<file path="config.mk">
export PLATFORM = sky130hd
export DESIGN_NAME = bbx_win
export DESIGN_NICKNAME = d
export VERILOG_FILES = /design/src/hw/rtl/bbx_pkg.sv /design/src/hw/rtl/bbx_win.sv
export SDC_FILE = /design/constraint.sdc
export NUM_CORES = 1
export LEC_CHECK = 0
export ABC_AREA = 0
export BUFFER_PORTS_ARGS = -buffer_cell sky130_fd_sc_hd__clkbuf_2
export CAP_MARGIN = 20
export CORE_AREA = 4 4 230 232
export DETAILED_ROUTE_END_ITERATION = 8
export DIE_AREA = 0 0 234 236
export MAX_ROUTING_LAYER = met4
export PLACE_DENSITY = 0.46
export SETUP_SLACK_MARGIN = 0.4
export SYNTH_ARGS = -nofsm -noshare
export SYNTH_HDL_FRONTEND = slang
export SYNTH_SLANG_ARGS = --single-unit
</file>
<file path="constraint.sdc">
create_clock -name clk -period 6.8 [get_ports clk]
set_input_delay 1.36 -clock clk [delete_from_list [all_inputs] [get_ports clk]]
set_output_delay 1.36 -clock clk [all_outputs]
set_load 0.005 [all_outputs]
</file>
<file path="src/hw/rtl/bbx_pkg.sv">
package bbx_pkg;

  localparam int MAX_WIDTH  = 1024;
  localparam int MAX_HEIGHT = 4096;

  localparam int SAMPLE_W     = 16;
  localparam int COL_W        = $clog2(MAX_WIDTH);
  localparam int ROW_W        = $clog2(MAX_HEIGHT + 2);
  localparam int OUT_ROW_W    = $clog2(MAX_HEIGHT);
  localparam int WIDTH_W      = $clog2(MAX_WIDTH + 1);
  localparam int HEIGHT_W     = $clog2(MAX_HEIGHT + 1);
  localparam int WIDTH_REG_W  = 11;
  localparam int HEIGHT_REG_W = 13;

  localparam int ADDR_W = 3;
  localparam int DATA_W = 32;

  localparam logic [WIDTH_REG_W-1:0]  WIDTH_RESET  = 11'd1024;
  localparam logic [HEIGHT_REG_W-1:0] HEIGHT_RESET = 13'd768;

  // register index, taken from paddr[ADDR_W-1]
  localparam logic REG_WIDTH  = 1'b0;
  localparam logic REG_HEIGHT = 1'b1;

  // divide by nine: floor(s * 932068 / 2^23) is exact for s below 2^21
  localparam int SUM_W      = $clog2(9 * (2 ** SAMPLE_W));
  localparam int MUL_W      = 20;
  localparam int PROD_W     = SUM_W + MUL_W;
  localparam int DIV9_SHIFT = 23;
  localparam logic [MUL_W-1:0] DIV9_MUL = 20'd932068;

  typedef struct packed {
    logic [SAMPLE_W-1:0] red;
    logic [SAMPLE_W-1:0] green;
    logic [SAMPLE_W-1:0] blue;
  } rgb_t;

  typedef struct packed {
    logic                kind;
    logic [SAMPLE_W-1:0] red_in;
    logic [SAMPLE_W-1:0] green_in;
    logic [SAMPLE_W-1:0] blue_in;
  } pixel_t;

  typedef struct packed {
    logic [SAMPLE_W-1:0] red_out;
    logic [SAMPLE_W-1:0] green_out;
    logic [SAMPLE_W-1:0] blue_out;
    logic                frame_last;
  } blur_t;

  typedef struct packed {
    logic [WIDTH_W-1:0]  width;
    logic [HEIGHT_W-1:0] height;
    logic                restart;
  } frame_cfg_t;

  typedef struct packed {
    logic emit;
    logic last;
    logic top_ok;
    logic bot_ok;
    logic left_ok;
    logic right_ok;
  } tag_t;

  typedef struct packed {
    tag_t             tag;
    logic             pix_ok;
    logic [COL_W-1:0] column;
  } step_t;

  // one line buffer entry: samples one and two rows back
  typedef struct packed {
    rgb_t near;
    rgb_t far;
  } entry_t;

  typedef struct packed {
    rgb_t top;
    rgb_t mid;
    rgb_t bot;
  } column_t;

endpackage

</file>
<file path="src/hw/rtl/bbx_win.sv">
module bbx_win import bbx_pkg::*; (
  input  logic          clk,
  input  logic          rst,
  input  logic          col_valid,
  input  column_t       col,
  input  tag_t          col_tag,
  output logic          col_ready,
  output logic          win_valid,
  output column_t [2:0] window,
  output tag_t          win_tag,
  input  logic          win_ready
);

  logic shift;

  assign col_ready = !win_valid || win_ready;
  assign shift     = col_valid && col_ready;

  // window[0] is the newest column, window[2] the oldest
  always_ff @(posedge clk) begin
    if (shift) begin
      window  <= {window[1:0], col};
      win_tag <= col_tag;
    end
  end

  always_ff @(posedge clk) begin
    if (rst) begin
      win_valid <= 1'b0;
    end else if (col_ready) begin
      win_valid <= shift && col_tag.emit;
    end
  end

endmodule

</file>
==> summary.txt <==
Logic synthesis
  • Synth Area in XOR/XNOR: 0%
  • Largest family of logic cells by synthesized area: simple AND/OR/NAND/NOR gates
  • Asr flop ratio synth: 0%
  • Post-synth EDFFs: 438
  • Register area share after synthesis: 99.8%
  • Compound-Gate Fraction of Synth Area: 0.0379%
  • Post-synth top area share: 99.6%
  • Simple-gate portion of the synthesized area: 0.199%
  • Cells after synthesis: 443
  • Synth Area in Adders: 0%
  • Yosys warns: 0
  • Yosys reg bits: 439
  • Ranking of synthesized cells by area: edfxtp_1 100%, dfxtp_1 0.15%, nand2b_4 0.10%, and2_4 0.066%, a21oi_1 0.038%
  • Primary FF master, synth: edfxtp_1
  • Syn Nets: 597
  • Most common cell in the netlist: edfxtp_1
  • Synthesized area: 13200 um^2
  • Multiplexer area fraction after synthesis: 0%
  • Count of different cell masters after synthesis: 6
  • Syn Area/Cell: 29.8 um^2
  • Cell taking the most area after synthesis: edfxtp_1

Worst hold path
  • Worst Hold Path Cells: 0
  • Hold path endpoint: window[157]
  • Hold wc startpoint: window[13]
  • Worst hold path type: reg -> reg

Timing
  • Final Skew: 0.0146 ns
  • RSZ-0062 raised after global routing: false
  • Hold Fails Final Rpt: 0
  • Fin. max-slew vios: 0
  • Slew margin rel.: 37.8%
  • Tcrit/Tclk final: 44.8%
  • Total negative slack: 0 ns
  • Slew @ Worst Pin: 0.933 ns
  • Number of setup violations in the final report: 0
  • Fmax: 328 MHz
  • Crit path time final: 3.05 ns

Die
  • Number of I/O pins: 594
  • Core Region: 51000 um^2
  • Std cell rows: 83
  • Die area: 55200 um^2
  • Chip width: 234 um
  • Initial core utilization: 25.9%
  • Die Ht: 236 um

Route
  • Antenna Nets Post-Route: 0
  • M1 WL: 12500 um
  • DRT iter0 DRCs: 403
  • Metal2 WL: 17700 um
  • Top Metal Used: met4
  • Via density: 3.82
  • Drt drc: 0
  • TritonRoute pass-1 iters: 4
  • Drt wl/cell: 19.3 um
  • Aggregate routed wire length: 35000 um
  • Via count: 6920
  • DR WL met3: 4010 um

Pwr
  • PD cells: 325 nW/um^2
  • Pwr Total: 0.00604 W
  • Combinational fraction of design power: 5.1%
  • Switch share: 20.9%
  • Internal: 0.00478 W
  • Leakage Power: 7.50 nW
  • Worst VDD drop: 0.177 mV
  • Clock power share: 41.0%
  • Register share of total power: 53.9%
  • NetSw: 0.00126 W

Critical path
  • Setup CP Type: in -> out
  • Worst reg2reg setup slack: 4.38 ns
  • Register-to-Register Path Depth: 3
  • RR Endpoint: window[18]
  • Worst Path Required: 5.44 ns
  • Worst r2r src: win_valid
  • Type of origin of the critical path: primary input
  • Crit. End Element: output pin
  • Worst-path fanout max: 3
  • Worst EP arrival: 1.69 ns

Final layout
  • Fin nets: 1242
  • Share of cells above drive strength 1: 58.9%
  • P&R area growth vs syn: 40.7%

Global route
  • Initial antenna violation count: 5
  • Largest net degree at the start of global routing: 156
  • Grt total ovfl: 0
  • First-pass GRT wire length: 48000 um
  • Vias in the first global route: 7111
  • Tot GR Track Use: 12.2%

Clocking
  • Root Driver: clkbuf_16
  • CTS Hold Bufs: 0
  • H-tree levels: 2
  • Post-CTS setup buffers: 0
  • Clk sinks: 439
  • Clock Tree Buf Depth: 3
  • Worst-Skew Late Latency: 0.56 ns
  • Clock-pin slew on the worst setup and hold paths: 0.05 ns
  • PostCTS Resize Cnt: 0
  • CTS tree: yes
  • CTS buffer count: 47

Job
  • Maxcap violations: 0

Outcome
  • Outcome: finished, final reports clean

Placed design
  • Routability congestion estimate: 0.769
  • Dpl hpwl: 26300 um
  • Port bufs: 593
## registers in the layout (all words and copies together), names as in the netlist
signal / cells
win_tag: 6
win_valid: 1
window: 432
## stage by stage
step	utilization, %	area [um^2]	setup WS, ns	instances	hold slack, ns
final	36.4	18600	3.75	1810	0.444
after global routing	36.4	18600	3.68	1810	0.450
after CTS	36.4	18600	3.75	1805	0.443
after detailed placement	33.5	17100	3.19	1719	0.431
after global placement	33.5	17100	3.23	1719	0.430
after floorplan	-	13200	1.83	443	0.452
## power groups by stage
stage	clock network (W)	logic (W)	registers [W]
finish	0.00248	0.000305	0.00325
global route	0.00268	0.000334	0.00327
CTS	0.00258	0.000318	0.00326
detailed placement	0	0.000317	0.00332
global placement	0	0.000320	0.00331
floorplan	0	0.0000459	0.00333
## cell usage in the layout, fill, tap and decap left out, drive strengths merged
cell,netlist,routed
bufinv,0,4
clkinv,0,20
diode,0,5
a21oi,1,1
nand2,1,1
clkinvlp,0,3
dfxtp,1,1
edfxtp,438,438
clkbuf,0,652
nand2b,1,1
buf,0,3
and2,1,1
## worst max-delay path by stage
stage	start	to	depth (start not counted)
after floorplan	win_ready	win_tag[0]	2
after global placement	win_ready	window[368]	4
after detailed placement	win_ready	window[220]	4
after CTS	win_ready	col_ready	3
after global routing	win_ready	window[403]	4
final	win_ready	col_ready	3
## layer usage
metal	up-vias	GRT usage, %
met4	0	4.05
met3	53	5.57
met1	3381	12.7
li1	3120	-
met5	-	-
met2	366	20.4
## worst max-delay path, stage by stage
cell and delay (ns):
clkbuf_2 0.08, nand2b_4 0.13, clkbuf_2 0.11
## logic make-up after synthesis
family          Yosys count
flops                   439
compound gates            1
simple gates              3
## final cells by class
| cell class | count | area (um^2) |
|---|---|---|
| fill | 4863 | 32400 |
| sequential | 439 | 13200 |
| timing repair buffer | 596 | 3020 |
| clock buffer | 59 | 1260 |
| tap | 680 | 851 |
| clock inverter | 27 | 236 |
| multi-input combinational | 4 | 31.3 |
| antenna | 5 | 12.5 |
(Power assumes the default switching activity.)
