[src/hw/rtl/bbx_pkg.sv]
package bbx_pkg;

  localparam int MAX_WIDTH  = 1024;
  localparam int MAX_HEIGHT = 4096;

  localparam int SAMPLE_W     = 16;
  localparam int COL_W        = $clog2(MAX_WIDTH);
  localparam int ROW_W        = $clog2(MAX_HEIGHT + 2);
  localparam int OUT_ROW_W    = $clog2(MAX_HEIGHT);
  localparam int WIDTH_W      = $clog2(MAX_WIDTH + 1);
  localparam int HEIGHT_W     = $clog2(MAX_HEIGHT + 1);
  localparam int WIDTH_REG_W  = 11;
  localparam int HEIGHT_REG_W = 13;

  localparam int ADDR_W = 3;
  localparam int DATA_W = 32;

  localparam logic [WIDTH_REG_W-1:0]  WIDTH_RESET  = 11'd1024;
  localparam logic [HEIGHT_REG_W-1:0] HEIGHT_RESET = 13'd768;

  // register index, taken from paddr[ADDR_W-1]
  localparam logic REG_WIDTH  = 1'b0;
  localparam logic REG_HEIGHT = 1'b1;

  // divide by nine: floor(s * 932068 / 2^23) is exact for s below 2^21
  localparam int SUM_W      = $clog2(9 * (2 ** SAMPLE_W));
  localparam int MUL_W      = 20;
  localparam int PROD_W     = SUM_W + MUL_W;
  localparam int DIV9_SHIFT = 23;
  localparam logic [MUL_W-1:0] DIV9_MUL = 20'd932068;

  typedef struct packed {
    logic [SAMPLE_W-1:0] red;
    logic [SAMPLE_W-1:0] green;
    logic [SAMPLE_W-1:0] blue;
  } rgb_t;

  typedef struct packed {
    logic                kind;
    logic [SAMPLE_W-1:0] red_in;
    logic [SAMPLE_W-1:0] green_in;
    logic [SAMPLE_W-1:0] blue_in;
  } pixel_t;

  typedef struct packed {
    logic [SAMPLE_W-1:0] red_out;
    logic [SAMPLE_W-1:0] green_out;
    logic [SAMPLE_W-1:0] blue_out;
    logic                frame_last;
  } blur_t;

  typedef struct packed {
    logic [WIDTH_W-1:0]  width;
    logic [HEIGHT_W-1:0] height;
    logic                restart;
  } frame_cfg_t;

  typedef struct packed {
    logic emit;
    logic last;
    logic top_ok;
    logic bot_ok;
    logic left_ok;
    logic right_ok;
  } tag_t;

  typedef struct packed {
    tag_t             tag;
    logic             pix_ok;
    logic [COL_W-1:0] column;
  } step_t;

  // one line buffer entry: samples one and two rows back
  typedef struct packed {
    rgb_t near;
    rgb_t far;
  } entry_t;

  typedef struct packed {
    rgb_t top;
    rgb_t mid;
    rgb_t bot;
  } column_t;

endpackage

[src/hw/rtl/bbx_mean.sv]
module bbx_mean import bbx_pkg::*; (
  input  logic          clk,
  input  logic          rst,
  input  logic          win_valid,
  input  column_t [2:0] window,
  input  tag_t          win_tag,
  output logic          win_ready,
  output logic          blur_valid,
  output blur_t         blur,
  input  logic          blur_stall
);

  logic [2:0]        col_on;
  logic [SUM_W-1:0]  acc_red;
  logic [SUM_W-1:0]  acc_green;
  logic [SUM_W-1:0]  acc_blue;
  logic [SUM_W-1:0]  sum_red;
  logic [SUM_W-1:0]  sum_green;
  logic [SUM_W-1:0]  sum_blue;
  logic              sum_last;
  logic              sum_valid;
  logic              out_ready;
  logic [PROD_W-1:0] prod_red;
  logic [PROD_W-1:0] prod_green;
  logic [PROD_W-1:0] prod_blue;

  assign col_on = {win_tag.left_ok, 1'b1, win_tag.right_ok};

  // neighbors outside the frame add zero
  always_comb begin
    acc_red   = '0;
    acc_green = '0;
    acc_blue  = '0;
    for (int k = 0; k < 3; k++) begin
      if (col_on[k] && win_tag.top_ok) begin
        acc_red   = acc_red   + SUM_W'(window[k].top.red);
        acc_green = acc_green + SUM_W'(window[k].top.green);
        acc_blue  = acc_blue  + SUM_W'(window[k].top.blue);
      end
      if (col_on[k]) begin
        acc_red   = acc_red   + SUM_W'(window[k].mid.red);
        acc_green = acc_green + SUM_W'(window[k].mid.green);
        acc_blue  = acc_blue  + SUM_W'(window[k].mid.blue);
      end
      if (col_on[k] && win_tag.bot_ok) begin
        acc_red   = acc_red   + SUM_W'(window[k].bot.red);
        acc_green = acc_green + SUM_W'(window[k].bot.green);
        acc_blue  = acc_blue  + SUM_W'(window[k].bot.blue);
      end
    end
  end

  assign out_ready = !blur_valid || !blur_stall;
  assign win_ready = !sum_valid || out_ready;

  always_ff @(posedge clk) begin
    if (win_valid && win_ready) begin
      sum_red   <= acc_red;
      sum_green <= acc_green;
      sum_blue  <= acc_blue;
      sum_last  <= win_tag.last;
    end
  end

  always_ff @(posedge clk) begin
    if (rst) begin
      sum_valid <= 1'b0;
    end else if (win_ready) begin
      sum_valid <= win_valid;
    end
  end

  assign prod_red   = PROD_W'(sum_red)   * PROD_W'(DIV9_MUL);
  assign prod_green = PROD_W'(sum_green) * PROD_W'(DIV9_MUL);
  assign prod_blue  = PROD_W'(sum_blue)  * PROD_W'(DIV9_MUL);

  always_ff @(posedge clk) begin
    if (sum_valid && out_ready) begin
      blur.red_out    <= prod_red[DIV9_SHIFT +: SAMPLE_W];
      blur.green_out  <= prod_green[DIV9_SHIFT +: SAMPLE_W];
      blur.blue_out   <= prod_blue[DIV9_SHIFT +: SAMPLE_W];
      blur.frame_last <= sum_last;
    end
  end

  always_ff @(posedge clk) begin
    if (rst) begin
      blur_valid <= 1'b0;
    end else if (out_ready) begin
      blur_valid <= sum_valid;
    end
  end

endmodule

[config.mk]
export PLATFORM = sky130hd
export DESIGN_NAME = bbx_mean
export DESIGN_NICKNAME = d
export VERILOG_FILES = /design/src/hw/rtl/bbx_pkg.sv /design/src/hw/rtl/bbx_mean.sv
export SDC_FILE = /design/constraint.sdc
export NUM_CORES = 2
export LEC_CHECK = 0
export BUFFER_PORTS_ARGS = -buffer_cell sky130_fd_sc_hd__buf_2
export CAP_MARGIN = 20
export CORE_UTILIZATION = 30
export DETAILED_ROUTE_END_ITERATION = 6
export GPL_TIMING_DRIVEN = 0
export PLACE_DENSITY = 0.47
export REMOVE_ABC_BUFFERS = 1
export SLEW_MARGIN = 10
export SYNTH_ARGS = -nofsm -noshare
export SYNTH_HDL_FRONTEND = slang
export SYNTH_SLANG_ARGS = --single-unit
[constraint.sdc]
create_clock -name clk -period 22.1 [get_ports clk]
set_input_delay 1.105 -clock clk [delete_from_list [all_inputs] [get_ports clk]]
set_output_delay 1.105 -clock clk [all_outputs]
set_load 0.01 [all_outputs]
==> results.toml <==
[routing]
drt-pass1-iter-count = 5
remaining_drc_errors = 0
dr_total_vias = 32180
avgRoutedWirePerCell_um = 18.07
ant_nets = 0
vias_per_cell = 4.909
dr.first_iter.drc_count = 1427
wl_mm = 118.4

[global_routing]
grt_pass1_wl_mm = 185.0
global_route_total_usage_across_every_layer = 0.1825
overflow = 0
via_count_of_the_first_global_routing_pass = 32500
grt_antenna_before_repair = 76
grt_start_max_net_pins = 95

[critical_path]
arrival_ps = 14080
timing.rr.end = "blur[32]"
cp-startpoint = "win_tag[0]"
cp_slowest_cell = "a21boi_0"
crit_path_max_fanout = 79
timing.critical_path.mode_cell = "ha_1"
critical-path-max-stage-delay_ps = 640
worst-path-buf-inv = 3
timing.critical_path.required_ps = 22230
timing.critical_path.max_delay_family = "compound AO/OA/AOI/OAI gates"
worst-setup-path-type = "input port to flop"
worst_reg2reg_path_length_in_cells = 22
regToRegStartpoint = "sum_green[8]"
start_kind = "input port"
reg2reg_slack_ps = 15420
critPathCaptureType = "flop"

[placed_design]
port_buffers = 491
place_hpwl_mm = 105.6
final_estimated_routing_congestion_in_global_placement = 0.8785

[synth]
portion_of_the_post_synthesis_area_used_by_sequential_elements = 0.08693
synth_adder_area_share = 0.4240
synth-compound-area-share = 0.1895
synth_simple_gate_area_frac = 0.1301
post_synth.cell_area_avg_um2 = 8.647
post_synth_main_area_contributors = "ha_1, fa_1, edfxtp_1"
synth_cells = 4448
yosys.area_share.xor_xnor = 0.08937
post-synth-top-area-cell = "ha_1"
yosys_register_bits = 112
synth.top_cell.area_share = 0.2655
ys_dominant_reg_cell = "edfxtp_1"
synthArstFlopShare = 0
synthesis.area_um2 = 38460
synth_top_family_by_area = "adder cells"
unique_masters_post_synth = 109
synth_edf_count = 110
synth_warnings = 0
synth.area.mux_share = 0.02580

[min_path]
hold-path-cell-count = 0
hold_class = "flop to flop"
hold_end = "blur[0]"
hold_path.startpoint = "sum_last"

[clocking]
cts_setup_buffers = 0
cts_max_path_buffers = 2
cts_htree_levels = 3
tritoncts = "yes"
clock_pin_slew_of_the_registers_on_the_worst_case_setup_and_hold_paths_ps = 80
clock_sinks = 112
cts_hold_buffers = 0
worstSkewPairLatency_ps = 410
post_cts.resized_instances = 0
cts_root_buffer = "clkbuf_16"
cts_made_buffers = 9

[die]
floorplan.core_area_um2 = 127400
die-width_um = 360.1
boundaryPins = 493
placement_rows = 131
die-height_um = 360.1
die_area_um2 = 129600
start_util = 0.3020

[layout]
layout.cells.most_common = "ha_1"
final_net_count = 6426
synthToLayoutAreaGrowth_pct = 12.59
mostFrequentLayoutCells = "ha_1, buf_2, inv_1"
post_route_cells_drive_above_1_share = 0.1324

[timing]
worstMarginPinSlew_ps = 943.6
worst_slew_slack_as_a_fraction_of_its_limit = 0.3709
setup_viol = 0
tns_ps = 0
period_minus_slack_ps = 13960
timing.clock.skew_ps = 13.94
final_hold_viol_count = 0
timing.final.crit_share = 0.6316
unrepaired_setup_endpoints_after_global_routing = "no"
hold_slack_ps = 425.2
clock.fmax_mhz = 71.64
slew_violations = 0

[flow_run]
drv_cap = 0

[run_status]
status = "completed"
==> routing by layer <==
layer | vias up | GRT usage | wire length (um) | part of all wire
met1 | 14850 | 0.2485 | 58080 | 0.49
met5 | - | 0 | 357 | 0.0030
met4 | 56 | 0.03896 | 2139 | 0.018
li1 | 16630 | - | - | -
met2 | 476 | 0.3044 | 53690 | 0.45
met3 | 162 | 0.02527 | 4165 | 0.035
==> metrics by stage <==
stage                       util  instances  setup slack, ps  area (um^2)
after floorplan                -       4354            11080        38070
after global placement    0.3346       6507             3775        42610
after detailed placement  0.3372       6519             7541        42950
after CTS                 0.3396       6535             7940        43250
after global routing      0.3399       6547             6848        43280
final                     0.3400       6555             8142        43300
==> cell type report <==
cell class              count  area, um^2
fillers                 13330       84050
multi-input cells        3789       33060
flip-flops and latches    112        3343
repair buffers            503        2756
well taps                1662        2079
inverters                 453        1703
clock buffers              10       229.0
clock inverters             6       77.57
diodes                     20       50.05
==> cell usage after synthesis, types with 39 or more instances <==
cell type and instances:
nor3_1 61, clkbuf_1 64, nor2_1 318, nand3_1 60, nor2b_1 68, nand2b_1 57, o21a_1 75, nand2_1 295
inv_1 452, mux2_2 55, xnor2_1 239, a21o_1 102, ha_1 816, fa_1 300, edfxtp_1 110, o21bai_1 39
o21ai_0 264, a21oi_1 334, and3_1 57, xor2_1 132
==> how the worst max path moves through the flow <==
stage | to | slack (ps) | depth (start not counted)
after floorplan | sum_red[18] | 11080 | 54
after global placement | sum_blue[19] | 3780 | 44
after detailed placement | sum_blue[19] | 7540 | 54
after CTS | sum_blue[19] | 7940 | 54
after global routing | sum_blue[19] | 6850 | 55
final | sum_blue[19] | 8140 | 54
==> sequential cells by signal, summed over array words and instances, names as in the netlist <==
signal / cells
blur: 49
sum_red: 20
sum_valid: 1
blur_valid: 1
sum_blue: 20
sum_green: 20
sum_last: 1
==> cells by family after synthesis <==
logic type	Yosys count
xor+xnor	381
buf+inv	547
compound gates	1139
simple gates	1053
fa+ha+maj	1125
flops	112
mux	91
Power is left out: the tool's default activity adds up to more than one toggle a clock period on the data nets, which glitch-free logic cannot reach.
