## config.mk

```make
export PLATFORM = sky130hd
export DESIGN_NAME = bbx_cfg
export DESIGN_NICKNAME = d
export VERILOG_FILES = /design/src/hw/rtl/bbx_pkg.sv /design/src/hw/rtl/bbx_cfg.sv
export SDC_FILE = /design/constraint.sdc
export NUM_CORES = 1
export LEC_CHECK = 0
export ABC_AREA = 1
export BUFFER_PORTS_ARGS = -buffer_cell sky130_fd_sc_hd__buf_4
export CAP_MARGIN = 10
export CORE_ASPECT_RATIO = 0.5
export CORE_MARGIN = 4
export CORE_UTILIZATION = 46
export DETAILED_ROUTE_END_ITERATION = 10
export PLACE_DENSITY_LB_ADDON = 0.1
export SLEW_MARGIN = 25
export SYNTH_ARGS = -nofsm -noshare
export SYNTH_HDL_FRONTEND = slang
export SYNTH_SLANG_ARGS = --single-unit
```

## constraint.sdc

```tcl
create_clock -name clk -period 1.6 [get_ports clk]
set_input_delay 0.32 -clock clk [delete_from_list [all_inputs] [get_ports clk]]
set_output_delay 0.32 -clock clk [all_outputs]
set_load 0.01 [all_outputs]
```

## src/hw/rtl/bbx_pkg.sv

```systemverilog
package bbx_pkg;

  localparam int MAX_WIDTH  = 1024;
  localparam int MAX_HEIGHT = 4096;

  localparam int SAMPLE_W     = 16;
  localparam int COL_W        = $clog2(MAX_WIDTH);
  localparam int ROW_W        = $clog2(MAX_HEIGHT + 2);
  localparam int OUT_ROW_W    = $clog2(MAX_HEIGHT);
  localparam int WIDTH_W      = $clog2(MAX_WIDTH + 1);
  localparam int HEIGHT_W     = $clog2(MAX_HEIGHT + 1);
  localparam int WIDTH_REG_W  = 11;
  localparam int HEIGHT_REG_W = 13;

  localparam int ADDR_W = 3;
  localparam int DATA_W = 32;

  localparam logic [WIDTH_REG_W-1:0]  WIDTH_RESET  = 11'd1024;
  localparam logic [HEIGHT_REG_W-1:0] HEIGHT_RESET = 13'd768;

  // register index, taken from paddr[ADDR_W-1]
  localparam logic REG_WIDTH  = 1'b0;
  localparam logic REG_HEIGHT = 1'b1;

  // divide by nine: floor(s * 932068 / 2^23) is exact for s below 2^21
  localparam int SUM_W      = $clog2(9 * (2 ** SAMPLE_W));
  localparam int MUL_W      = 20;
  localparam int PROD_W     = SUM_W + MUL_W;
  localparam int DIV9_SHIFT = 23;
  localparam logic [MUL_W-1:0] DIV9_MUL = 20'd932068;

  typedef struct packed {
    logic [SAMPLE_W-1:0] red;
    logic [SAMPLE_W-1:0] green;
    logic [SAMPLE_W-1:0] blue;
  } rgb_t;

  typedef struct packed {
    logic                kind;
    logic [SAMPLE_W-1:0] red_in;
    logic [SAMPLE_W-1:0] green_in;
    logic [SAMPLE_W-1:0] blue_in;
  } pixel_t;

  typedef struct packed {
    logic [SAMPLE_W-1:0] red_out;
    logic [SAMPLE_W-1:0] green_out;
    logic [SAMPLE_W-1:0] blue_out;
    logic                frame_last;
  } blur_t;

  typedef struct packed {
    logic [WIDTH_W-1:0]  width;
    logic [HEIGHT_W-1:0] height;
    logic                restart;
  } frame_cfg_t;

  typedef struct packed {
    logic emit;
    logic last;
    logic top_ok;
    logic bot_ok;
    logic left_ok;
    logic right_ok;
  } tag_t;

  typedef struct packed {
    tag_t             tag;
    logic             pix_ok;
    logic [COL_W-1:0] column;
  } step_t;

  // one line buffer entry: samples one and two rows back
  typedef struct packed {
    rgb_t near;
    rgb_t far;
  } entry_t;

  typedef struct packed {
    rgb_t top;
    rgb_t mid;
    rgb_t bot;
  } column_t;

endpackage

```

## src/hw/rtl/bbx_cfg.sv

```systemverilog
module bbx_cfg import bbx_pkg::*; (
  input  logic              clk,
  input  logic              rst,
  input  logic              psel,
  input  logic              penable,
  input  logic              pwrite,
  input  logic [ADDR_W-1:0] paddr,
  input  logic [DATA_W-1:0] pwdata,
  output logic [DATA_W-1:0] prdata,
  output logic              pready,
  output frame_cfg_t        frame_cfg
);

  logic [WIDTH_REG_W-1:0]  image_width;
  logic [HEIGHT_REG_W-1:0] image_height;
  logic                    wr_en;
  logic                    reg_sel;

  assign reg_sel = paddr[ADDR_W-1];
  assign wr_en   = psel & penable & pwrite;
  assign pready  = 1'b1;

  always_ff @(posedge clk) begin
    if (rst) begin
      image_width  <= WIDTH_RESET;
      image_height <= HEIGHT_RESET;
    end else if (wr_en) begin
      case (reg_sel)
        REG_WIDTH: begin
          image_width <= pwdata[WIDTH_REG_W-1:0];
        end
        REG_HEIGHT: begin
          image_height <= pwdata[HEIGHT_REG_W-1:0];
        end
        default: begin
        end
      endcase
    end
  end

  always_comb begin
    case (reg_sel)
      REG_WIDTH: begin
        prdata = DATA_W'(image_width);
      end
      default: begin
        prdata = DATA_W'(image_height);
      end
    endcase
  end

  // clamp to the supported frame size
  always_comb begin
    frame_cfg.width = WIDTH_W'(image_width);
    if (image_width == '0) begin
      frame_cfg.width = WIDTH_W'(1);
    end else if (image_width > WIDTH_REG_W'(MAX_WIDTH)) begin
      frame_cfg.width = WIDTH_W'(MAX_WIDTH);
    end
    frame_cfg.height = HEIGHT_W'(image_height);
    if (image_height == '0) begin
      frame_cfg.height = HEIGHT_W'(1);
    end else if (image_height > HEIGHT_REG_W'(MAX_HEIGHT)) begin
      frame_cfg.height = HEIGHT_W'(MAX_HEIGHT);
    end
    frame_cfg.restart = wr_en;
  end

endmodule

```

==> flow_summary.yaml <==
placement:
  detailedPlace.worstSlack_ps: 139
  numPortBuffers: 56
  routability_congestion: 0.831
  dp.cells: 310
  dpl.hpwl_um: 3260
job:
  drv.max_cap_violation_count: 0
logic_synthesis:
  seq_area_frac_synth: 0.301
  syn_inst: 218
  synthDistinctLibCells: 23
  yosys_reg_bits: 24
  yosysWarningCount: 0
  syn_area_sq_um: 1600
  synth.avg_cell_area_sq_um: 7.32
timing:
  holdWs_ps: 271
  final.setup.tns_ps: -1670
  final-max-slew-violation-count: 0
  grt_setup_unrepaired: "true"
  final.period_utilization: 1.07
  finalSetupViolations: 20
  setup_ws_ps: -108
  timing_hold_violations_final: 0
  post-route-min-period_ps: 1710
  fmax_mhz: 586
  worst_clock_skew_ps: 0
status:
  violated_checks: "negative setup slack"
  status: "finished, violations left"
critical_path:
  timing.critical_path.cells: "nor2_2, nand3_2, nor2_4, nor2_2, buf_6, nor2_4, buf_6"
  critical_path.max_fanout: 6
  critical_path.startpoint_type: "flop"
  slowest_cell_delay_on_critical_path_ps: 340
  cpMaxStageDelayCell: "sky130_fd_sc_hd__dfxtp_2"
  worstSetupPathType: "flop to primary output"
  timing.critical_path.to_type: "primary output"
  critPathRequiredTime_ps: 1280
  worstPathArrival_ps: 1390
route:
  ant_nets: 0
  finalWirelength_um: 4340
  detailroute.via_count: 1542
  via_per_inst: 4.79
  avgRoutedWirePerCell_um: 13.5
  detailedRoute.firstIterationViolations: 90
  route.detailed.drc: 0
  drtPass1Iterations: 4
grt:
  number_of_global_route_vias_before_repair: 1323
  grt_start_max_net_pins: 27
  groute.usage.overall: 0.182
  grt_pass1_wl_um: 6600
  grt_overflow_total: 0
  antenna_found_initial: 0
power:
  cellLeakagePower_nw: 1.13
  ir_drop_mv: 0.437
  cellPowerDensity_nw_per_um2: 691
min_path:
  min-delay-path-class: "primary input to flop"
clock_network:
  tritoncts.num_buffers: 3
  clockRootBuffer: "sky130_fd_sc_hd__clkbuf_8"
  clock_latency_ps: 260
  clock_sinks: 24
  clockBufferDepth: 2
  cts_hold_buffers: 0
  htree_num_levels: 1
  clock_tree_from_tritoncts: "done"
  clkTransAtPathRegs_ps: 90
floorplanning:
  fp.coreArea_sq_um: 3150
  die-area_sq_um: 4530
  floorplan.rows: 14
  die_x_um: 91.3
  initial_utilization: 0.506
  die_height_um: 49.7
  design.portCount: 98
layout:
  area.growth.synth_to_final_pct: 42.6
  n_antenna_cell: 0
  drive_gt1_frac: 0.525
  finish.net_count: 323
  fin_util: 0.722
  final-instance-count-excl-fill: 322
  fillCellCount: 261
## state kept, by name, summed over array words and instances, names as in the netlist
register,flops
image_height,13
image_width,11
## metal layers
| layer | vias to the layer above | routed length (um) | track usage |
|---|---|---|---|
| met4 | 0 | 12 | 0.0150 |
| met3 | 2 | 411 | 0.0608 |
| li1 | 770 | - | - |
| met2 | 66 | 1860 | 0.276 |
| met1 | 704 | 2050 | 0.259 |
| met5 | - | 0 | 0 |
## where the power goes
group	internal, W	leakage [nW]	switching (W)
clock network	0.000334	0.0357	0.000195
logic	0.000177	0.892	0.000226
registers	0.000619	0.201	0.0000214
total	0.00113	1.13	0.000443
## cell families (layout without fill, tap and decap cells)
family                 count (synthesis)  in the layout  synth area share
AOI/OAI and AO/OA                     61             61             0.262
other                                  2             20           0.00470
DFF                                   24             24             0.301
and+or+nand+nor                       67             68             0.194
buffers and inverters                 64            109             0.239
## synth_stat cells
cell type                  count  area share
sky130_fd_sc_hd__nor2_8        2       0.025
sky130_fd_sc_hd__inv_4         1      0.0039
sky130_fd_sc_hd__buf_4        21       0.099
sky130_fd_sc_hd__o21ai_1       9       0.028
sky130_fd_sc_hd__nand3_4       1       0.011
sky130_fd_sc_hd__buf_12        1       0.013
sky130_fd_sc_hd__o21ai_2      10       0.055
sky130_fd_sc_hd__conb_1        2      0.0047
sky130_fd_sc_hd__a21oi_2      14       0.077
sky130_fd_sc_hd__nand3_1       3      0.0094
sky130_fd_sc_hd__nor2_2        2      0.0078
sky130_fd_sc_hd__buf_6         2       0.014
sky130_fd_sc_hd__nand2_1      25       0.059
sky130_fd_sc_hd__a21boi_1      9       0.042
sky130_fd_sc_hd__clkbuf_1      2      0.0047
sky130_fd_sc_hd__nor2_1       33       0.078
sky130_fd_sc_hd__buf_2         5       0.016
sky130_fd_sc_hd__o21ai_0      15       0.047
sky130_fd_sc_hd__buf_8         2       0.019
sky130_fd_sc_hd__a21oi_1       4       0.013
sky130_fd_sc_hd__dfxtp_1      24        0.30
sky130_fd_sc_hd__inv_1        30       0.071
sky130_fd_sc_hd__nand2_2       1      0.0039
## layout make-up
class	instances	area (sq um)	area share
clock buffers	3	41.3	0.0181
flip-flops and latches	24	497	0.218
clock inverters	1	30.0	0.0132
multi-input cells	149	930	0.408
inverters	31	119	0.0522
repair buffers	74	611	0.268
well taps	40	50.0	0.0220
## critical path, delay by kind of cell, from the launching register on
family / cells / cell delay (ps)
and+or+nand+nor: 5 / 520
buffers and inverters: 2 / 270
DFF: 1 / 340
## cells in the final DEF, fill, tap and decap left out, drive strengths merged
| master | count |
|---|---|
| a21boi | 9 |
| a21oi | 18 |
| buf | 74 |
| bufinv | 1 |
| clkbuf | 3 |
| conb | 20 |
| dfxtp | 24 |
| inv | 31 |
| nand2 | 27 |
| nand3 | 4 |
| nor2 | 37 |
| o21ai | 34 |
## repair_timing
| action | CTS | global route |
|---|---|---|
| gates resized for setup | 22 | 36 |
| setup buffers | 5 | 2 |
| pin swaps | 7 | 9 |
| cloned | 1 | 0 |
| endpoints found under the setup margin | 19 | 21 |
| hold endpoints to repair | 0 | 0 |
## worst paths after layout
kind                                       from               to  slack (ps)  cells after the start
worst max-delay path             image_width[9]    frame_cfg[16]        -110                      7
worst min-delay path                        rst  image_width[10]         270                      3
worst max register to register  image_height[4]  image_height[4]         800                      3
worst min register to register   image_width[8]   image_width[8]         520                      2
## stage by stage
stage	power (W)	instance area, sq um
2_1_floorplan	0.000872	1660
6_report	0.00157	2280
3_3_place_gp	0.000974	1980
5_1_grt	0.00165	2280
4_1_cts	0.00154	2150
3_5_place_dp	0.000978	1980
No activity file was read; power rests on OpenSTA's default activity.
