**src/hw/rtl/bbx_pkg.sv**
```systemverilog
package bbx_pkg;

  localparam int MAX_WIDTH  = 1024;
  localparam int MAX_HEIGHT = 4096;

  localparam int SAMPLE_W     = 16;
  localparam int COL_W        = $clog2(MAX_WIDTH);
  localparam int ROW_W        = $clog2(MAX_HEIGHT + 2);
  localparam int OUT_ROW_W    = $clog2(MAX_HEIGHT);
  localparam int WIDTH_W      = $clog2(MAX_WIDTH + 1);
  localparam int HEIGHT_W     = $clog2(MAX_HEIGHT + 1);
  localparam int WIDTH_REG_W  = 11;
  localparam int HEIGHT_REG_W = 13;

  localparam int ADDR_W = 3;
  localparam int DATA_W = 32;

  localparam logic [WIDTH_REG_W-1:0]  WIDTH_RESET  = 11'd1024;
  localparam logic [HEIGHT_REG_W-1:0] HEIGHT_RESET = 13'd768;

  // register index, taken from paddr[ADDR_W-1]
  localparam logic REG_WIDTH  = 1'b0;
  localparam logic REG_HEIGHT = 1'b1;

  // divide by nine: floor(s * 932068 / 2^23) is exact for s below 2^21
  localparam int SUM_W      = $clog2(9 * (2 ** SAMPLE_W));
  localparam int MUL_W      = 20;
  localparam int PROD_W     = SUM_W + MUL_W;
  localparam int DIV9_SHIFT = 23;
  localparam logic [MUL_W-1:0] DIV9_MUL = 20'd932068;

  typedef struct packed {
    logic [SAMPLE_W-1:0] red;
    logic [SAMPLE_W-1:0] green;
    logic [SAMPLE_W-1:0] blue;
  } rgb_t;

  typedef struct packed {
    logic                kind;
    logic [SAMPLE_W-1:0] red_in;
    logic [SAMPLE_W-1:0] green_in;
    logic [SAMPLE_W-1:0] blue_in;
  } pixel_t;

  typedef struct packed {
    logic [SAMPLE_W-1:0] red_out;
    logic [SAMPLE_W-1:0] green_out;
    logic [SAMPLE_W-1:0] blue_out;
    logic                frame_last;
  } blur_t;

  typedef struct packed {
    logic [WIDTH_W-1:0]  width;
    logic [HEIGHT_W-1:0] height;
    logic                restart;
  } frame_cfg_t;

  typedef struct packed {
    logic emit;
    logic last;
    logic top_ok;
    logic bot_ok;
    logic left_ok;
    logic right_ok;
  } tag_t;

  typedef struct packed {
    tag_t             tag;
    logic             pix_ok;
    logic [COL_W-1:0] column;
  } step_t;

  // one line buffer entry: samples one and two rows back
  typedef struct packed {
    rgb_t near;
    rgb_t far;
  } entry_t;

  typedef struct packed {
    rgb_t top;
    rgb_t mid;
    rgb_t bot;
  } column_t;

endpackage

```
**src/hw/rtl/bbx_ctrl.sv**
```systemverilog
module bbx_ctrl import bbx_pkg::*; (
  input  logic       clk,
  input  logic       rst,
  input  frame_cfg_t frame_cfg,
  input  logic       accept,
  input  logic       kind,
  output step_t      step
);

  logic [COL_W-1:0]     in_column;
  logic [ROW_W-1:0]     in_row;
  logic [COL_W-1:0]     out_column;
  logic [OUT_ROW_W-1:0] out_row;

  logic [COL_W-1:0]    w_last;
  logic [HEIGHT_W-1:0] h_last;
  logic                in_col_end;
  logic                out_col_end;
  logic                out_row_end;
  logic                priming;

  assign w_last      = COL_W'(frame_cfg.width - WIDTH_W'(1));
  assign h_last      = frame_cfg.height - HEIGHT_W'(1);
  assign in_col_end  = (in_column == w_last);
  assign out_col_end = (out_column == w_last);
  assign out_row_end = (HEIGHT_W'(out_row) == h_last);

  // the first width+1 beats only fill the window
  assign priming = (in_row == '0) || ((in_row == ROW_W'(1)) && (in_column == '0));

  always_comb begin
    step.tag.emit     = !priming;
    step.tag.last     = out_row_end && out_col_end;
    step.tag.top_ok   = (out_row != '0);
    step.tag.bot_ok   = !out_row_end;
    step.tag.left_ok  = (out_column != '0);
    step.tag.right_ok = !out_col_end;
    step.pix_ok       = !kind && (in_row < ROW_W'(frame_cfg.height));
    step.column       = in_column;
  end

  always_ff @(posedge clk) begin
    if (rst || frame_cfg.restart) begin
      in_column  <= '0;
      in_row     <= '0;
      out_column <= '0;
      out_row    <= '0;
    end else if (accept) begin
      if (step.tag.emit && step.tag.last) begin
        in_column  <= '0;
        in_row     <= '0;
        out_column <= '0;
        out_row    <= '0;
      end else begin
        in_column <= in_col_end ? '0 : in_column + 1'b1;
        if (in_col_end) begin
          in_row <= in_row + 1'b1;
        end
        if (step.tag.emit) begin
          out_column <= out_col_end ? '0 : out_column + 1'b1;
          if (out_col_end) begin
            out_row <= out_row + 1'b1;
          end
        end
      end
    end
  end

endmodule

```
**config.mk**
```make
export PLATFORM = sky130hd
export DESIGN_NAME = bbx_ctrl
export DESIGN_NICKNAME = d
export VERILOG_FILES = /design/src/hw/rtl/bbx_pkg.sv /design/src/hw/rtl/bbx_ctrl.sv
export SDC_FILE = /design/constraint.sdc
export NUM_CORES = 1
export LEC_CHECK = 0
export BUFFER_PORTS_ARGS = -buffer_cell sky130_fd_sc_hd__clkbuf_2
export CAP_MARGIN = 20
export CELL_PAD_IN_SITES_DETAIL_PLACEMENT = 2
export CELL_PAD_IN_SITES_GLOBAL_PLACEMENT = 2
export CORE_MARGIN = 3
export CORE_UTILIZATION = 37
export DETAILED_ROUTE_END_ITERATION = 16
export PLACE_DENSITY = 0.85
export SETUP_SLACK_MARGIN = 0.15
export SYNTH_ARGS = -nofsm -noshare
export SYNTH_HDL_FRONTEND = slang
export SYNTH_SLANG_ARGS = --single-unit
```
**constraint.sdc**
```tcl
create_clock -name clk -period 10.1 [get_ports clk]
set_clock_uncertainty 0.2 [all_clocks]
set_input_delay 1.515 -clock clk [delete_from_list [all_inputs] [get_ports clk]]
set_output_delay 1.515 -clock clk [all_outputs]
set_load 0.005 [all_outputs]
```
==> run metrics, run 1 <==
status=finished, final reports clean; CP dominant cell by count=clkbuf_2; WP data required=8.39 ns; start point of the critical path=frame_cfg[4]; setup slack after placement=a little under 4 ns; global routing usage on met2=approximately 43%; post-route ant nets=0; worst reg2reg setup slack=approximately 6.7 ns; first-pass GRT wire length=between 20000 and 25000 um; floorplan row count=36; Post-Syn Instances=between 400 and 500; Largest stage delay, worst path=0.74 ns; post-CTS sizing=0; vias in the first global route=4256; fill count=approximately 1200; top post-synthesis cells by area=dfxtp_1 23%, ha_1 7.5%, xor2_1 5.9%; reg-to-reg startpoint=out_row[6]; Setup WS post-layout=3.88 ns; ys flop type=dfxtp_1; Placer Congestion=0.872; maximum VDD drop=0.0491 mV; Power Total=0.000359 W; commonest cells in the netlist=45 x dfxtp_1, 36 x inv_1, 30 x nor2_1, 28 x a21oi_1, 28 x nor3_1; Reg clk slew, reported paths=about 0.090 ns; #FFs+latches synth=45; Tightest Pin Transition=roughly 0.95 ns; Clock Path Buffers=2; chip height=between 100 and 150 um; Final Setup Violations=0; Async S/R FF share, synth=0%; Post-Syn Nets=about 550; fraction of layout cells with a size suffix above 1=about an eighth; layer with the highest usage=met2; I/O pin cnt=46; Routed WL per cell=roughly 19 um; NumNets Final=577; area leader, netlist=dfxtp_1; Skew-Pair Late Insertion Delay=0.30 ns; postcts setup bufs=0; Max-Cap Viols=0; Worst EP arrival=roughly 4.5 ns; RSZ-0062 raised after global routing=no; antenna violations before repair=0; post-synth top area share=23.5%; met3 GRT Util=under 10%; Post-Syn Area=about 3800 um^2; clk root buf=clkbuf_8; Hold Path Class=reg -> reg; LEAKAGE=between 1.5 and 2 nW; Total GRT Usage=22.5%; Crit-path slowest cell=nor4_2; crit end category=primary output; CTS tree=yes; WS Path Type=in -> out; Final Max Slew Viols=0; RR Endpoint=in_column[5]; Worst path depth=8; synthesized area per cell=just under 8 um^2; DRT Wirelength=around 13000 um; Via-to-Cell Ratio=5.86; 1st-pass router iterations=4; min cycle time layout=between 6 and 7 ns; register area share after synthesis=a little under a quarter; # DRC=0; fmax=161 MHz; Die Wd=108 um; count leader, synth=dfxtp_1; DP Area=~4100 um^2; Post-synth EDFFs=0; Cell variety after synth=59; worst reg2reg path depth=7; CTS Hold Buffers Added=0; Slew headroom=36.5%; die footprint=~12000 um^2; yosys warns=0; setup TNS=0 ns; htree depth=2; worst path bufs/invs=2; vias after detailed routing=3864; met1 usage=26.4%; Layout area overhead=10.3%; diode count=0; port bufs=44; post-route cell area=around 4200 um^2; largest net degree at the start of global routing=33; core area=9910 um^2; GRT overflow=0; Setup crit end=step[15]; Max FO, Critical Path=8; crit-path cells=clkbuf_2, nor4_2, a41oi_1, or3_1, a2111oi_0, o2111ai_1, nor2_1, clkbuf_2; CTS sink cnt=45; Num CTS Buffers=5; Cell Pwr Density=roughly 85 nW/um^2; crit start category=primary input; initial core utilization=between 30 and 40%; Final Hold Vio Count=0; Final Cycle Share=about three fifths; Util after Layout=42.7%; hpwl dp=between 9000 and 10000 um; Worst path top cell family by delay=simple AND/OR/NAND/NOR gates; 1st-iter DRT viols=around 120
[layout make-up]
type | instances | area, um^2 | area share, %
clock inverters | 1 | 5.00 | 0.118
well taps | 133 | 166 | 3.93
inverters | 37 | 139 | 3.28
flip-flops and latches | 45 | 901 | 21.3
clock buffers | 7 | 96.3 | 2.28
repair buffers | 46 | 235 | 5.56
multi-input cells | 390 | 2690 | 63.5
[cells by family (layout without fill, tap and decap cells)]
family	count (synthesis)	in the layout	share of synthesized area [%]
simple gates	209	209	31.0
compound gates	103	103	17.4
buf+inv	62	91	6.75
xor+xnor	51	51	12.7
flops	45	45	23.5
fa+ha+maj	24	24	7.76
mux	3	3	0.783
[state kept, by name, summed over array words and instances (netlist names)]
signal and count:
in_row 13, out_row 12, in_column 10, out_column 10
[where the power goes]
group          switching (W)  internal (W)   total, W
clock              0.0000657     0.0000620   0.000128
combinational      0.0000332     0.0000203  0.0000535
sequential       0.000000758      0.000177   0.000178
[worst min path at each step]
stage	startpoint	endpoint	slack, ns	depth (start not counted)
finish	in_row[9]	in_row[9]	0.33	2
global route	in_row[9]	in_row[9]	0.36	2
CTS	in_row[9]	in_row[9]	0.33	2
detailed placement	in_row[9]	in_row[9]	0.32	2
global placement	in_row[3]	in_row[3]	0.31	2
floorplan	in_row[12]	in_row[12]	0.27	2
[per-stage QoR]
step	hold WS, ns	instances
floorplan	0.269	497
global placement	0.305	651
detailed placement	0.316	651
CTS	0.332	659
global route	0.358	659
finish	0.329	659
[metal layers]
metal,wire (um),vias to the layer above
met5,0,-
met1,5570,1928
met3,334,12
met4,124,0
li1,-,1873
met2,6590,51
[worst register-to-register path: cells and delay by family (launching register included)]
| family | cells | cell delay, ns |
|---|---|---|
| buffers and inverters | 1 | 0.41 |
| flip-flops | 1 | 0.38 |
| XOR/XNOR | 1 | 0.36 |
| AND/OR/NAND/NOR | 1 | 0.12 |
| AO/OA/AOI/OAI | 4 | 1.74 |
[cells in the final DEF (no fill, tap or decap), types with 3 or more instances in the layout]
cell type and count:
clkbuf_2 44, mux2i_1 3, nor3b_1 5, nand2_1 24, nand3b_1 6, a21oi_1 28, nor2b_1 5, ha_1 23
o21ai_0 23, or3_1 16, o31ai_1 8, nor4_1 14, nand3_1 16, a31oi_1 5, dfxtp_1 45, o22ai_1 4
o211ai_1 3, inv_1 36, xnor2_1 22, nand2b_1 9, o2111ai_1 3, and3_1 12, and2_1 6, a41oi_1 3
nor2_1 30, nand4_1 19, a21o_1 6, clkbuf_8 7, xor2_1 26, nor3_1 28, nand4b_1 3, or4_1 6
No activity file was read; power rests on OpenSTA's default activity.
==> run 2: changes to the inputs <==
--- a/config.mk
+++ b/config.mk
@@ -10,9 +10,9 @@
 export CELL_PAD_IN_SITES_DETAIL_PLACEMENT = 2
 export CELL_PAD_IN_SITES_GLOBAL_PLACEMENT = 2
 export CORE_MARGIN = 3
-export CORE_UTILIZATION = 37
+export CORE_UTILIZATION = 35
 export DETAILED_ROUTE_END_ITERATION = 16
-export PLACE_DENSITY = 0.85
+export PLACE_DENSITY = 0.81
 export SETUP_SLACK_MARGIN = 0.15
 export SYNTH_ARGS = -nofsm -noshare
 export SYNTH_HDL_FRONTEND = slang
==> constraint.sdc (replaced) <==
create_clock -name clk -period 6.07 [get_ports clk]
set_clock_uncertainty 0.2 [all_clocks]
set_input_delay 0.9105 -clock clk [delete_from_list [all_inputs] [get_ports clk]]
set_output_delay 0.9105 -clock clk [all_outputs]
set_load 0.005 [all_outputs]
==> run metrics, run 2 (same netlist as run 1, synthesis figures left out) <==
Net Sw Frac=30.3%; fmax=roughly 220 MHz; DRT Wirelength=roughly 12000 um; crit end category=primary output; diode count=0; Skew-Pair Late Insertion Delay=0.32 ns; initial core utilization=between 30 and 40%; NumNets Final=slightly below 600; Layout area overhead=10.3%; CTS tree=yes; RR Endpoint=out_row[0]; Tightest Pin Transition=1.04 ns; Worst EP arrival=3.43 ns; floorplan row count=37; Die Wd=about 110 um; Placer Congestion=between 0.8 and 0.9; RSZ-0062 raised after global routing=no; clk root buf=clkbuf_8; Cell Pwr Density=139 nW/um^2; postcts setup bufs=0; Clock Path Buffers=2; Final Setup Violations=0; vias in the first global route=4221; start point of the critical path=frame_cfg[14]; die footprint=12300 um^2; Largest regs=in_row (13), out_row (12); Largest stage delay, worst path=0.44 ns; Setup WS post-layout=1.53 ns; Crit-path slowest cell=nor3b_1; Power Total=between 0.0005 and 0.0006 W; CTS sink cnt=45; # DRC=0; status=finished, final reports clean; Setup crit end=step[15]; 1st-iter DRT viols=149; crit-path cells=clkbuf_2, inv_1, ha_1, nor3b_1, o211ai_1, a211oi_1, o2111ai_1, nor2_1, inv_2, nor2_1, clkbuf_2; htree depth=2; Reg clk slew, reported paths=about 0.10 ns; Total GRT Usage=just over 20%; hpwl dp=9760 um; clock network power share=between 30% and 40%; I/O pin cnt=46; post-CTS sizing=0; reg-to-reg startpoint=in_column[0]; Final Hold Vio Count=0; worst reg2reg path depth=8; Num CTS Buffers=5; Reg power frac=50.3%; LEAKAGE=~1.6 nW; setup slack after placement=~1.5 ns; WS Path Type=in -> out; most common cell after layout, fill and taps aside=dfxtp_1; vias after detailed routing=around 3900; core area=10500 um^2; Max-Cap Viols=0; 1st-pass router iterations=4; largest reg by FF count=in_row; Hold Path Class=reg -> reg; Comb pwr share=around 15%; port bufs=44; Routed WL per cell=roughly 19 um; GRT overflow=0; most frequent cells in the layout=45 x dfxtp_1, 44 x clkbuf_2, 36 x inv_1; largest net degree at the start of global routing=33; Pint=~0.0004 W; chip height=111 um; min cycle time layout=4.54 ns; post-route ant nets=0; setup TNS=0 ns; Slew headroom=between 30 and 40%; Largest register FFs=13; Via-to-Cell Ratio=slightly below 6; CTS Hold Buffers Added=0; first-pass GRT wire length=between 20000 and 25000 um; WP data required=4.96 ns; antenna violations before repair=0; crit start category=primary input; fraction of layout cells with a size suffix above 1=around 12%; maximum VDD drop=between 0.07 and 0.08 mV; Final Cycle Share=between 70% and 80%; worst reg2reg setup slack=between 2 and 3 ns; Final Max Slew Viols=0; Max FO, Critical Path=7; net load switching power=around 0.00018 W
==> run 2: cell count changes in the layout (fill, tap and decap cells not counted) <==
cell        before  now
clkinvlp_4       0    1
clkbuf_8         7    5
inv_6            0    1
buf_4            2    3
==> run 2: worst max-delay path, delay by kind of cell <==
| family | cells | cell delay [ns] |
|---|---|---|
| AND/OR/NAND/NOR | 3 | 0.80 |
| buffers and inverters | 4 | 0.52 |
| AO/OA/AOI/OAI | 3 | 0.85 |
| adder cells (fa/ha/maj) | 1 | 0.35 |
==> run 2: power groups by stage <==
| stage | sequential, W | clock, W | combinational [W] |
|---|---|---|---|
| 2_1_floorplan | 0.000303 | 0 | 0.0000560 |
| 3_3_place_gp | 0.000304 | 0 | 0.0000841 |
| 3_5_place_dp | 0.000304 | 0 | 0.0000894 |
| 4_1_cts | 0.000297 | 0.000210 | 0.0000904 |
| 5_1_grt | 0.000297 | 0.000224 | 0.0000991 |
| 6_report | 0.000297 | 0.000204 | 0.0000896 |
==> run 2: final cells by class <==
class	count	area, um^2
multi-input combinational	390	2690
timing repair buffer	47	243
clock inverter	3	21.3
fill	1249	6280
clock buffer	5	68.8
sequential	45	901
inverter	37	139
tap	136	170
==> run 2: how the worst min path moves through the flow <==
stage | start | to | slack (ns) | cells past startpoint
6_report | in_row[9] | in_row[9] | 0.34 | 2
5_1_grt | in_row[3] | in_row[3] | 0.37 | 2
4_1_cts | in_row[9] | in_row[9] | 0.34 | 2
3_5_place_dp | in_row[9] | in_row[9] | 0.32 | 2
3_3_place_gp | in_row[9] | in_row[9] | 0.30 | 2
2_1_floorplan | in_row[12] | in_row[12] | 0.27 | 2
==> run 2: routing by layer <==
metal | part of all wire [%] | global-route usage (%) | vias to the layer above
li1 | - | - | 1878
met3 | 2.3 | 2.67 | 16
met1 | 44 | 25.1 | 1912
met2 | 52 | 37.3 | 53
met4 | 1.7 | 5.67 | 0
met5 | 0 | 0 | -
==> run 2: per-stage QoR <==
step | hold slack [ns] | area, um^2 | instances | utilization [%]
3_5_place_dp | 0.324 | 4140 | 655 | 39.4
5_1_grt | 0.373 | 4230 | 663 | 40.3
3_3_place_gp | 0.302 | 4140 | 655 | 39.4
2_1_floorplan | 0.269 | 3840 | 497 | -
4_1_cts | 0.339 | 4230 | 663 | 40.3
6_report | 0.336 | 4230 | 663 | 40.3
